## src/rtl/core/bba_ram.sv

```systemverilog
// generic single write, single read ram with registered read data
`default_nettype none
module bba_ram #(
    parameter int WIDTH = 8,
    parameter int DEPTH = 16
) (
    input  wire logic                     clk,
    input  wire logic                     we,
    input  wire logic [$clog2(DEPTH)-1:0] waddr,
    input  wire logic [WIDTH-1:0]         wdata,
    input  wire logic [$clog2(DEPTH)-1:0] raddr,
    output logic      [WIDTH-1:0]         rdata
);

    logic [WIDTH-1:0] mem [0:DEPTH-1];

    always_ff @(posedge clk)
    begin
        if (we)
        begin
            mem[waddr] <= wdata;
        end
        rdata <= mem[raddr];
    end

endmodule
`default_nettype wire

```

## config.mk

```make
export PLATFORM = sky130hd
export DESIGN_NAME = bba_ram
export DESIGN_NICKNAME = d
export VERILOG_FILES = /design/src/rtl/core/bba_ram.sv
export SDC_FILE = /design/constraint.sdc
export NUM_CORES = 1
export LEC_CHECK = 0
export BUFFER_PORTS_ARGS = -buffer_cell sky130_fd_sc_hd__buf_2
export CELL_PAD_IN_SITES_DETAIL_PLACEMENT = 0
export CELL_PAD_IN_SITES_GLOBAL_PLACEMENT = 2
export CORE_ASPECT_RATIO = 0.6
export CORE_MARGIN = 3
export CORE_UTILIZATION = 40
export CTS_CLUSTER_SIZE = 14
export DETAILED_ROUTE_END_ITERATION = 12
export PLACE_DENSITY_LB_ADDON = 0.05
export SETUP_SLACK_MARGIN = 0.5
export SLEW_MARGIN = 10
export SYNTH_ARGS = -nofsm -noshare
export SYNTH_HDL_FRONTEND = slang
export SYNTH_SLANG_ARGS = --single-unit
```

## constraint.sdc

```tcl
create_clock -name clk -period 2.1 [get_ports clk]
set_input_delay 0.21 -clock clk [delete_from_list [all_inputs] [get_ports clk]]
set_output_delay 0.21 -clock clk [all_outputs]
set_load 0.1 [all_outputs]
```

Word-level counts from Yosys, hierarchy flattened
Memories as Yosys holds them, arrays and structs flattened. A register that Yosys moved wholly into a read port is not among the register bits.
Index checks and enable logic that the tools add are counted.
{"block": "totals", "n_memories": 1, "in_bits": 18, "ramBits": 128, "output_inout_bits": 8, "reg_bits": 0, "wordCells": 3}
{"block": "op_classes", "muxes": 2}
{"name": "mem", "depth": 16, "width": 8, "read_ports": 1, "rd_ports_with_merged_regs": 1, "write_ports": 1, "line": "15", "text": "logic [WIDTH-1:0] mem [0:DEPTH-1];"}
{"cell": "1-bit two-way mux", "n": 2}

Depth between registers and ports, before layout
{"block": "logic_depth", "ltp_word": 2, "ltp_mapped": 5}

Worst setup path before layout
No wires, ideal clock.
{"block": "synth_timing", "path_type": "input port to flip-flop", "start": "input waddr[2]", "end": "memory mem[0][0] (enable)", "path_buffers": 0, "arrival_time_ns": 1.320, "required_ns": 1.717, "path_slack_ns": 0.397, "path_stages": 2, "cell_sequence": "or3b_2 -> nor3_1"}
{"element": "start: declaration", "line": "9", "text": "input wire logic [$clog2(DEPTH)-1:0] waddr,"}
{"element": "end: declaration", "line": "15"}
Straight into the memory's write port.

Worst setup path after layout
{"block": "layout_timing", "start": "register rdata[4], read port of mem", "end": "output rdata[4]"}
{"element": "start: declaration", "line": "12", "text": "output logic [WIDTH-1:0] rdata"}
No word-level cell between the ends.

==> impl_results.md <==
* Status: finished clean
* Shortest clock period the worst path allows after layout at 1410 ps
* Startpoint of the worst hold path: wdata[5]
* Post-Place Worst Slack at 412 ps
* Total global routing track utilization at 15.2%
* Instance count of the mapped netlist at about 230
* Initial Utilization at roughly two fifths
* Number of detailed-route iterations in the first pass at 4
* Post-route fraction of the period consumed by the critical path at between 60% and 70%
* Terminating pin of the worst hold path: mem[14][5]$_DFFE_PP_
* Cell variety after synth at 19
* I/O pin cnt at 26
* Sum of routed wire length over all layers at between 9000 and 10000 um
* Worst Hold Margin at roughly 190 ps
* Cell Pwr Density at 1050 nW/um2
* Via count of the first global-routing pass at around 2500
* Path type of the worst min-delay path: in2reg
* Slack of the critical path at around 700 ps
* Area of the placeable core at 12300 um2
* Clk sink count at about 140
* Critical path start-end classification: reg2out
* DRC violation total after the first TritonRoute iteration at around 110
* Commonest non-fill, non-tap cell in the layout: sky130_fd_sc_hd__edfxtp_1
* Sequential cell area fraction in the yosys report at between 70% and 80%
* Pin slew with the least headroom to its limit at roughly 520 ps
* Setup repair after global routing missed its margin: false
* R2r worst-path depth at 3
* # rows at 31
* Width of the die at 152 um
* Delay contributed by the slowest stage of the critical path at ~440 ps
* Library cell contributing the largest single delay on the critical path: sky130_fd_sc_hd__buf_2
* Endpoint kind of the worst setup timing path: output port
* Antenna cells at 0
* Fin. max-slew vios at 0
* Top metal layer carrying routed signals: met4
* Post-CTS setup buffer count at 0
* Worst rel slew slack at about 66%
* DRC violation count after routing at 0
* Data arrival at the endpoint of the critical path at around 1200 ps
* Count of state elements after synthesis at between 100 and 150
* Leading cell types in the layout, fill and taps excluded: sky130_fd_sc_hd__edfxtp_1 (128), sky130_fd_sc_hd__buf_2 (25), sky130_fd_sc_hd__buf_4 (20)
* Worst Skew at about 12 ps
* Antenna violations before repair at 0
* Clock latency on the worst-skew pair at 400 ps
* Number of gates resized after cts at 0
* Setup slack of the most critical reg-to-reg path at 790 ps
* Fraction of final layout cells sized beyond drive strength 1 at between 30% and 40%
* Buffers from clock root to sink, at most at 2
* Post-Synthesis Net Count at 247
* Highest ir drop seen on vdd at 0.000624 V
* Worst r2r src: mem[1][0]$_DFFE_PP_
* Area of the mapped netlist at 5150 um2
* Mean Syn Cell Area at around 22 um2
* DR vias at between 2000 and 2500
* Hold path depth at 1
* First-pass GRT wire length at 15600 um
* Number of buffers added on ports at 25
* Final Hold Violating Endpoints at 0
* Root Buffer: sky130_fd_sc_hd__clkbuf_16
* Final Wtd Congestion at roughly 0.65
* Area Growth Syn to Fin at 20.1%
* Met1 layer wirelength in the final routing at between 5000 and 6000 um
* Number of nets with antenna violations after detailed routing at 0
* Maximum net fanout on the critical path at 1
* Floorplan die area at about 14000 um2
* Post-DR vias/cell at 5.16
* Largest delay contributor family on the critical path: buffers and inverters
* Overall overflow remaining after global route at 0
* Met2 wire length at around 4200 um
* FMAX at 0.709 GHz
* Setup violations, final at 0
* Number of maximum-capacitance constraint violations at 0
* Met3 WL at 404 um
* Number of nets at the end of the flow at 302
* Synth Warn # at 0
* Die height at about 94 um
* Required time at the worst-slack endpoint at around 1900 ps
* Setup TNS at 0 ps
* Endpoint of the worst-slack reg-to-reg timing path: rdata[0]$_DFF_P_
* Detailed placer's ending HPWL at 6390 um
* CTS Buf Count at 17
* Final core utilization at 50.3%
* Detail-routed net length per standard cell at ~21 um
* CTS tree: done
* Launching element type of the critical path: flip-flop
* Number of hold buffers added after cts at 0
* Largest net degree at the start of global routing at 33
* H-Tree Depth at 4
* Count of buffer and inverter cells on the critical path at 1
* Static leakage at around 2.1 nW
* Clock slew at reported path FFs at around 60 ps
* Cells traversed along the worst timing path: buf_2
registers in the layout, indices dropped and copies added, names as in the netlist:
register  count
mem         128
rdata         8
cells by family after synthesis:
family          Yosys count  synth area share (%)
mux                      32                  15.0
simple gates             35                  3.18
compound gates           16                  2.33
buf+inv                  10                  1.68
flops                   136                  77.8
cell type report:
cell class | count | area [um2]
Sequential cell | 136 | 4000
Tap cell | 165 | 206
Fill cell | 981 | 6120
Clock inverter | 8 | 120
Timing Repair Buffer | 46 | 295
Multi-Input combinational cell | 83 | 1060
Clock buffer | 24 | 492
power breakdown:
part	total (mW)	leakage [nW]	internal, mW	switching [mW]
sequential	3.05	1.22	3.04	0.0168
clock	3.01	0.296	1.99	1.02
combinational	0.407	0.587	0.122	0.285
total	6.47	2.11	5.15	1.32
cell usage after synthesis (all sizes together):
cell / n / area, um2
nor3: 4 / 20.0
clkdlybuf4s25: 3 / 30.0
nor2b: 1 / 6.26
a22oi: 16 / 120
mux4: 32 / 773
nand2: 9 / 33.8
and2: 1 / 6.26
nor2: 13 / 48.8
nand3: 1 / 5.00
nand2b: 2 / 12.5
edfxtp: 128 / 3840
nand3b: 2 / 15.0
buf: 7 / 56.3
or3b: 1 / 8.76
dfxtp: 8 / 160
and2b: 1 / 7.51
how the worst max path moves through the flow:
stage                           to  depth (start not counted)  slack [ps]        startpoint
3_5_place_dp      rdata[0]$_DFF_P_                          5         410          raddr[0]
3_3_place_gp      rdata[0]$_DFF_P_                          5         420          raddr[0]
5_1_grt                   rdata[7]                          1         630  rdata[7]$_DFF_P_
2_1_floorplan  mem[3][0]$_DFFE_PP_                          2         620          waddr[2]
4_1_cts                   rdata[7]                          1         650  rdata[7]$_DFF_P_
6_report                  rdata[4]                          1         690  rdata[4]$_DFF_P_
metal layers:
| layer | up-vias | GRT usage [%] |
|---|---|---|
| met4 | 0 | 5.78 |
| met1 | 1235 | 23.0 |
| met5 | - | 0 |
| li1 | 1090 | - |
| met2 | 51 | 20.9 |
| met3 | 6 | 4.19 |
metrics by stage:
step / cells / cell area (um2) / total power [mW]
after global routing: 462 / 6180 / 6.70
after floorplan: 229 / 5150 / 3.39
final: 462 / 6180 / 6.47
after detailed placement: 430 / 5570 / 3.53
after CTS: 462 / 6180 / 6.54
after global placement: 430 / 5570 / 3.52
Note: power is estimated with default switching activity, not from simulation.
