[src/rtl/core/bba_pkg.sv]
// shared types, constants and widths of the buddy block allocator
`default_nettype none
package bba_pkg;

    localparam int MAX_DEPTH = 10;
    localparam int SLOTS     = 1 << MAX_DEPTH;
    localparam int SLOT_W    = MAX_DEPTH;
    localparam int LINK_W    = MAX_DEPTH + 1;
    localparam int ORD_W     = $clog2(MAX_DEPTH + 1);
    localparam int SCALE_W   = 5;
    localparam int BYTE_W    = 34;
    localparam int SZ_W      = (1 << SCALE_W) + MAX_DEPTH;
    localparam int INFO_W    = ORD_W + 2;

    localparam logic [LINK_W-1:0] END_MARK = LINK_W'(SLOTS);
    localparam logic [ORD_W-1:0]  TOP_ORD  = ORD_W'(MAX_DEPTH);
    localparam logic [SCALE_W-1:0] SCALE_RESET = SCALE_W'(8);

    typedef enum logic [1:0] {
        ST_OK       = 2'd0,
        ST_NO_SPACE = 2'd1,
        ST_BAD_ADDR = 2'd2,
        ST_NOT_BUSY = 2'd3
    } status_t;

    // per slot bookkeeping word
    typedef struct packed {
        logic             busy;
        logic             free_head;
        logic [ORD_W-1:0] order;
    } slot_info_t;

    // byte / slot conversion results
    typedef struct packed {
        logic [BYTE_W-1:0] offset;
        logic [SLOT_W-1:0] index;
        logic              bad;
    } scale_res_t;

endpackage
`default_nettype wire

[src/rtl/core/bba_scale.sv]
// shift unit converting between slot index and byte offset
`default_nettype none
module bba_scale (
    input  wire logic [bba_pkg::SCALE_W-1:0] scale,
    input  wire logic [bba_pkg::SLOT_W-1:0]  slot,
    input  wire logic [bba_pkg::BYTE_W-1:0]  byte_off,
    output bba_pkg::scale_res_t              res
);
    import bba_pkg::*;

    logic [BYTE_W-1:0] unit_mask;
    logic [BYTE_W-1:0] idx_full;

    always_comb
    begin
        unit_mask  = (BYTE_W'(1) << scale) - BYTE_W'(1);
        idx_full   = byte_off >> scale;
        res.offset = BYTE_W'(slot) << scale;
        res.index  = idx_full[SLOT_W-1:0];
        // misaligned, or past the last slot
        res.bad    = ((byte_off & unit_mask) != '0) || (idx_full >= BYTE_W'(SLOTS));
    end

endmodule
`default_nettype wire
[config.mk]
export PLATFORM = sky130hd
export DESIGN_NAME = bba_scale
export DESIGN_NICKNAME = d
export VERILOG_FILES = /design/src/rtl/core/bba_pkg.sv /design/src/rtl/core/bba_scale.sv
export SDC_FILE = /design/constraint.sdc
export NUM_CORES = 1
export LEC_CHECK = 0
export BUFFER_PORTS_ARGS = -buffer_cell sky130_fd_sc_hd__buf_2
export CAP_MARGIN = 15
export CORE_MARGIN = 2
export CORE_UTILIZATION = 38
export DETAILED_ROUTE_END_ITERATION = 6
export PLACE_DENSITY = 0.63
export SKIP_LAST_GASP = 1
export SLEW_MARGIN = 10
export SYNTH_ARGS = -nofsm -noshare
export SYNTH_HDL_FRONTEND = slang
export SYNTH_SLANG_ARGS = --single-unit
[constraint.sdc]
create_clock -name vclk -period 2.95
set_input_delay 0 -clock vclk [all_inputs]
set_output_delay 0 -clock vclk [all_outputs]
set_load 0.02 [all_outputs]
---- After elaboration in Yosys (flattened, before gate mapping) ----
Index checks and enable logic that the tools add are counted.
storage, ports and cells
  flip-flop bits (word level) ............. 0
  output and inout port bits .............. 45
  input port bits ......................... 49
cells by class
  bitwise gates (word level) .............. 1
  shift-type cells ........................ 3
  $add $sub $neg .......................... 1
  reductions and logical operators ........ 2
  order comparisons ....................... 1
operators by type and width
  operator                                                              number
  bitwise AND 34 bit                                                    1
  greater-or-equal comparator 34 x 11 -> 1 bit (second input constant)  1
  nonzero test 34 bit                                                   1
  left shift 1 x 5 -> 34 bit (first input constant)                     1
  left shift 10 x 5 -> 34 bit                                           1
  right shift 34 x 5 -> 34 bit                                          1
  subtractor 34 x 2 -> 34 bit (second input constant)                   1
  logical OR 1 bit                                                      1

---- Depth between registers and ports, before layout ----
Gate-level depths: netlist of the first run.
  depth in word-level cells ............... 5
  gate-level depth with buffers ........... 16

---- Least setup slack after synthesis of the first run ----
Ideal clock, no wire load.
  path type ............................... input-to-output
  start point ............................. in scale[0] (netlist bit)
  end point ............................... out res[0] (netlist bit)
  cell stages on the path ................. 16
  arrival ................................. 2770 ps
  path buffers ............................ 6
  slack ................................... 180 ps
  path through ............................ buf_6 buf_4 buf_4 buf_2 nor2_1 nand2_1 ha_1 clkbuf_1 buf_1 nor4_1 o2111ai_1 o221ai_1 a211oi_1 nand3_1 nor4_1 o2111ai_1
RTL lines
  element             RTL line        RTL
  start: declaration  bba_scale.sv:4  input wire logic [bba_pkg::SCALE_W-1:0] scale,
  end: declaration    bba_scale.sv:7  output bba_pkg::scale_res_t res

==> metrics.txt, run 1 <==
DR WL/cell about 21 um; chip height 93.0 um; Syn-to-layout area delta 19.3%; Critical Path Sink Type output pin; initial DRC count between 400 and 500; Total GRT Usage around 29%; Final Slew Violations 0; Vias/cell between 6 and 7; cell row count 32; most frequent cell after synthesis nand2_1; WHS between 400 and 500 ps; final hold vios 0; # nets final approximately 580; share of cells above drive strength 1 roughly 30%; first-pass GRT wire length a little under 20000 um; register area 0 um^2; ant diodes 0; TritonRoute pass-1 iters 6; Detail Placement HPWL slightly below 10000 um; Netlist cell types between 60 and 70; outcome finished clean; Mapped Cells about 450; biggest area consumer among synthesized cells mux2i_1; top post-synthesis cells by count nand2_1, nor2_1, a21oi_1, mux2i_1, o21ai_0; clock buffers 0; syn avg cell area 6.66 um^2; hold buffer count at cts 0; GPL Wtd Cong between 0.9 and 1; share of Yosys cell area claimed by the top area cell type about an eighth; Max-Cap Viols 0; # port buffers 94; Cell Area, Synth about 3000 um^2; Peak VDD IR about 0.00012 V; setup TNS 0 ps; CP Class input port to output pin; Core Region approximately 7700 um^2; period utilisation layout about 90%; HP Class input port to output pin; final setup vio count 0; pin slew with the least headroom to its limit roughly 600 ps; Rel. slew slack 59.9%; fmax between 300 and 400 MHz; Post-route DRC 0; share of the yosys chip area belonging to registers 0%; vias 3998; Synth Warn # 0; net count after synthesis 502; CP arrival 2700 ps; Critical Path Source Type input port; final wirelength 12900 um; synth top area cells mux2i_1, mux4_2, nand2_1; total design power around 710 uW; final worst path period need ~2700 ps; CP required ~3000 ps; Top Ports between 90 and 100; leakage between 0.0015 and 0.002 uW; initial antenna violation count 0; CP Max Fanout 9; Die W 93.0 um; die area a little under 9000 um^2; final worst slack around 250 ps; Routed Antenna Nets 0; initial core utilization 39.2%; power density over the cells between 150 and 200 nW/um^2; vias in the first global route ~3600; grt ovf 0; Seq Cell Count 0; RSZ-0062 raised after global routing false; Setup WS pre-CTS roughly 200 ps; largest net degree at the start of global routing between 60 and 70
[metal layers]
metal  up-vias  global-route usage (%)  share of wire, %
li1       1850                       -                 -
met1      1867                    43.5                44
met2       256                    44.1                45
met3        25                    1.29               8.9
met4         0                    6.86               2.5
met5         -                       0                 0
[timing repair]
| item | in CTS | in global routing |
|---|---|---|
| setup endpoints to repair | 0 | 1 |
| setup buffers | 0 | 0 |
| resized for setup | 0 | 1 |
[worst max-delay path: stages]
cell,delay [ps]
buf_2,130
nor3_1,380
nand3_1,140
ha_1,280
buf_4,200
and3_1,200
nand3_1,80
nand2_1,50
nor4b_1,340
nand3_1,150
nor4_2,390
o2111ai_1,170
buf_2,200
[final timing paths]
check,start,endpoint,slack [ps],cells after the start
worst max-delay path,scale[2],res[0],250,13
worst min-delay path,slot[0],res[11],430,3
[cell families (layout without fill, tap and decap cells)]
logic type	count (synthesis)	in the layout	synth area share, %
adders and majority gates	2	2	0.748
buffers and inverters	54	125	7.77
and+or+nand+nor	190	190	28.7
muxes	79	79	35.4
xor gates and xnor gates	2	2	0.582
AOI/OAI and AO/OA	125	125	26.8
[layout by cell type (no fill, tap or decap), types with 10 or more instances in the layout]
| master | n |
|---|---|
| o22ai_1 | 14 |
| a21oi_1 | 39 |
| nor3_1 | 13 |
| nor2_1 | 54 |
| buf_4 | 21 |
| mux2_2 | 20 |
| o21ai_0 | 21 |
| nand3_1 | 10 |
| nand2_1 | 71 |
| buf_2 | 94 |
| mux4_2 | 14 |
| mux2i_1 | 39 |
[final cells by class]
type | count | area (um^2)
Fill cell | 859 | 4100
Inverter | 9 | 33.8
Multi-Input combinational cell | 398 | 2780
Tap cell | 102 | 128
Timing Repair Buffer | 116 | 648
[metrics by stage]
| step | cells | area, um^2 | utilization, % |
|---|---|---|---|
| floorplan | 452 | 3010 | - |
| detailed placement | 625 | 3590 | 46.6 |
| global route | 625 | 3590 | 46.7 |
| finish | 625 | 3590 | 46.7 |
| CTS | 625 | 3590 | 46.6 |
| global placement | 625 | 3590 | 46.6 |
[report_power, final]
| group | internal [uW] | leakage [uW] | switching (uW) |
|---|---|---|---|
| Clock | 0 | 0 | 0 |
| Combinational | 272 | 0.00164 | 440 |
| Sequential | 0 | 0 | 0 |
Note: power is estimated with default switching activity, not from simulation.
==> inputs of run 2 (changes only) <==
MAX_ROUTING_LAYER = met4   (was unset)
PLACE_DENSITY = 0.66   (was 0.63)
clock period = 2.32 ns   (was 2.95 ns; I/O delays follow)
==> run 2 against run 1 <==
The run now ends with negative setup slack left. Count of clock-buffer cells in the layout unchanged. Combinational power up 45%. Core utilization up 8.0 points. Via count up 6.2%. Critical path depth down 3. Worst hold slack worse by 16 ps. Power up 45%. Cell count up 8.8%. Sequential share of layout area unchanged. Global-route usage up 2.1 points. Worst setup slack worse by 260 ps. Die area unchanged. Critical endpoint unchanged.
==> metrics.txt, run 2 (synthesized netlist as in run 1, its figures left out) <==
outcome finished, violations left; failing checks negative setup slack; Slowest-stage cell, CP or4_1; clock share of power 0%; Top Ports 94; first-pass GRT wire length ~21000 um; Final Slew Violations 0; slowest stage delay, CP ~520 ps; Critical Path Sink Type output pin; clock buffers 0; commonest non-fill, non-tap cell in the layout buf_2; power density over the cells 246 nW/um^2; final wirelength about 14000 um; final hold vios 0; CP delay by family, top simple AND/OR/NAND/NOR gates; hold buffer count at cts 0; Comb pwr share 100.0%; HP Class input port to output pin; final setup vio count 1; period utilisation layout 101%; TritonRoute pass-1 iters 6; initial antenna violation count 0; RSZ-0062 raised after global routing true; CP required 2320 ps; CP Max Fanout 13; share of cells above drive strength 1 between 30 and 40%; Placed Instances slightly below 700; Rel. slew slack between 60% and 70%; leakage roughly 0.002 uW; ant diodes 0; GPL Wtd Cong around 1.1; Net Sw Frac between 50% and 60%; Syn-to-layout area delta 39.8%; NetSw 600 uW; area of the multi-input gates just under 3000 um^2; Post-route DRC 0; Reg power frac 0%; Total GRT Usage a little under a third; pin slew with the least headroom to its limit 468 ps; Max-Cap Viols 0; # port buffers 94; CP arrival between 2000 and 2500 ps; Peak VDD IR 0.000116 V; vias in the first global route 3885; setup TNS -17.2 ps; register area 0 um^2; Finished Layout Cells just under 700; vias roughly 4200; initial DRC count 487; cell row count 32; Core Region roughly 7700 um^2; fill count about 770; Setup WS pre-CTS -108 ps; WHS 419 ps; grt ovf 0; chip height 93.0 um; Worst Path Buf+Inv 3; Seq Cell Count 0; Detail Placement HPWL 10800 um; DR WL/cell between 20 and 25 um; Die W around 93 um; CP Class input port to output pin; P_int 433 uW; initial core utilization around two fifths; Routed Antenna Nets 0; # nets final between 600 and 700; Crit path depth 10; die area between 8000 and 9000 um^2; WHS Path Cells 3; Vias/cell between 6 and 7; commonest non-fill, non-tap cells in the layout buf_2, nand2_1, buf_4, nor2_1; worst-path cell chain buf_2 > buf_12 > mux4_2 > mux2_2 > or4_1 > o31ai_1 > and3_1 > a41o_1 > o2111ai_4 > buf_6; largest net degree at the start of global routing 45; final worst path period need around 2300 ps; Critical Path Source Type input port; fmax 428 MHz; final worst slack -17.2 ps
run 2: worst paths after layout:
check | start | to
worst max-delay path | scale[1] | res[0]
worst min-delay path | slot[0] | res[11]
run 2: metal layers:
metal	global-route usage, %	part of all wire (%)
met1	42.3	42
met2	48.7	47
met3	3.55	8.6
met4	6.37	2.5
met5	-	0
run 2: worst min-delay path, delay by kind of cell:
kind	cells	cell delay, ps
AND/OR/NAND/NOR	1	140
buffers and inverters	2	280
run 2: cell type report:
cell class                 instances  share of cell area (%)
multi-input combinational        398                    68.7
inverter                           9                   0.862
tap                              102                    3.03
timing repair buffer             171                    27.4
run 2: what timing repair did:
action / CTS / global route
cloned: 0 / 1
resized for setup: 4 / 40
endpoints found under the setup margin: 2 / 1
pin swaps: 0 / 16
buffers inserted: 0 / 1
run 2: stage by stage:
stage,instance area (um^2),power (uW),utilization (%)
3_5_place_dp,4000,966,52.1
2_1_floorplan,3130,618,-
4_1_cts,4020,974,52.3
3_3_place_gp,4000,959,52.1
6_report,4210,1030,54.7
5_1_grt,4210,1100,54.7
run 2: power by group through the flow:
stage          clock (uW)  sequential [uW]  combinational [uW]
2_1_floorplan           0                0                 618
3_3_place_gp            0                0                 959
3_5_place_dp            0                0                 966
4_1_cts                 0                0                 974
5_1_grt                 0                0                1100
6_report                0                0                1030
==> inputs of run 3 (changes only) <==
--- a/config.mk
+++ b/config.mk
@@ -12,5 +12,5 @@
 export DETAILED_ROUTE_END_ITERATION = 6
 export MAX_ROUTING_LAYER = met4
-export PLACE_DENSITY = 0.66
+export PLACE_DENSITY_LB_ADDON = 0.25
 export SKIP_LAST_GASP = 1
 export SLEW_MARGIN = 10
==> constraint.sdc (replaced) <==
create_clock -name vclk -period 2.3
set_input_delay 0.115 -clock vclk [all_inputs]
set_output_delay 0.115 -clock vclk [all_outputs]
set_load 0.02 [all_outputs]
==> run 3 against run 2 <==
The flow still finishes with violations (negative setup slack). Worst hold slack better by 230 ps. Die area unchanged. Via count rose by 1.4%. Wire length fell by 0.63%. Worst setup slack got worse by 280 ps. Critical path depth rose by 3. Count of clock-buffer cells in the layout stayed put. Non-clock buffer count increased by 21. Cell count grew 3.1%. Sequential share of layout area did not move. First-iteration DRC count is 13% lower. Largest power group unchanged.
==> metrics.txt, run 3 (synthesized netlist as in run 1, its figures left out) <==
outcome finished, violations left; failing checks negative setup slack; ant diodes 0; CP required ~2200 ps; Hold Crit Start slot[0]; Worst Path Buf+Inv 3; Total GRT Usage between 30% and 40%; Vias/cell approximately 6; final wirelength 13600 um; final setup vio count 1; area of the multi-input gates approximately 2900 um^2; clock buffers 0; leakage 0.00206 uW; worst-path cell chain buf_8 > nor3_4 > nand3_2 > ha_4 > buf_6 > nand2_4 > a21oi_2 > or3_1 > a221oi_2 > nand3_1 > nor4_4 > o2111ai_2 > buf_4; # nets final ~650; Syn-to-layout area delta 44.7%; Core Region slightly below 8000 um^2; Setup WS pre-CTS -385 ps; period utilisation layout 113%; initial DRC count between 400 and 500; power density over the cells roughly 250 nW/um^2; fmax roughly 380 MHz; Max-Cap Viols 0; Detail Placement HPWL 10800 um; fill count approximately 800; CP Class input port to output pin; Top Ports 94; Peak VDD IR 0.000130 V; grt ovf 0; commonest non-fill, non-tap cell in the layout buf_4; share of cells above drive strength 1 approximately two fifths; CP delay by family, top simple AND/OR/NAND/NOR gates; Die W around 93 um; hold buffer count at cts 0; Routed Antenna Nets 0; slowest stage delay, CP between 300 and 400 ps; crit path from scale[4]; DR WL/cell about 19 um; Critical Path Source Type input port; final worst slack -299 ps; Final Slew Violations 0; commonest non-fill, non-tap cells in the layout buf_4, buf_2, nand2_1, nor2_1, mux2i_1; Post-route DRC 0; Seq Cell Count 0; Rel. slew slack around 67%; cell row count 32; Critical Path Sink Type output pin; initial antenna violation count 0; vias 4306; final hold vios 0; largest net degree at the start of global routing 45; Slowest-stage cell, CP nor4_4; pin slew with the least headroom to its limit 493 ps; vias in the first global route between 3000 and 4000; CP Max Fanout 3; register area 0 um^2; initial core utilization 39.2%; Crit path depth 13; TritonRoute pass-1 iters 5; RSZ-0062 raised after global routing true; total design power 1080 uW; crit path to res[0]; # port buffers 94; GPL Wtd Cong around 0.99; HP Class input port to output pin; final instance area ~4400 um^2; CP arrival 2480 ps; final worst path period need between 2000 and 3000 ps; DP Area around 4200 um^2; die area 8650 um^2; final core occ between 50% and 60%; chip height about 93 um; first-pass GRT wire length around 21000 um
## run 3: cell types whose count changed in the layout (fill, tap and decap cells not counted), sizes merged
cell,change
buf,+21
bufbuf,+1
clkbuf,-1
## run 3: how the worst min path moves through the flow
| stage | depth (start not counted) | endpoint | slack [ps] |
|---|---|---|---|
| floorplan | 1 | res[11] | 420 |
| global placement | 3 | res[11] | 650 |
| detailed placement | 3 | res[11] | 650 |
| CTS | 3 | res[11] | 650 |
| global route | 3 | res[11] | 660 |
| finish | 3 | res[11] | 650 |
## run 3: final cells by class
type	instances	share of cell area, %
Multi-Input combinational cell	398	66.1
Inverter	9	0.776
Timing Repair Buffer	192	30.2
Tap cell	102	2.93
## run 3: worst min-delay path, stage by stage
cell	delay [ps]
buf_2	130
and3_1	140
buf_2	150
## run 3: through the flow
step                setup TNS (ps)  std cells  hold slack, ps
floorplan                     -288        452             422
global placement             -1080        696             650
detailed placement           -1510        696             651
CTS                           -255        700             652
global route                  -402        701             665
finish                        -299        701             649
## run 3: repair_timing
action / CTS / global route
gates cloned: 1 / 0
resized for setup: 22 / 11
buffers inserted: 3 / 1
pin swaps: 9 / 8
endpoints found under the setup margin: 12 / 11
## run 3: where the power goes
| part | internal, uW | switching, uW |
|---|---|---|
| logic | 480 | 605 |
| registers | 0 | 0 |
| clock network | 0 | 0 |
| total | 480 | 605 |
## run 3: routing by layer
layer / part of all wire [%] / vias up / global-route usage (%)
li1: - / 2001 / -
met2: 47 / 206 / 51.8
met1: 43 / 2070 / 42.2
met5: 0 / - / -
met4: 2.4 / 0 / 7.11
met3: 7.6 / 29 / 2.58
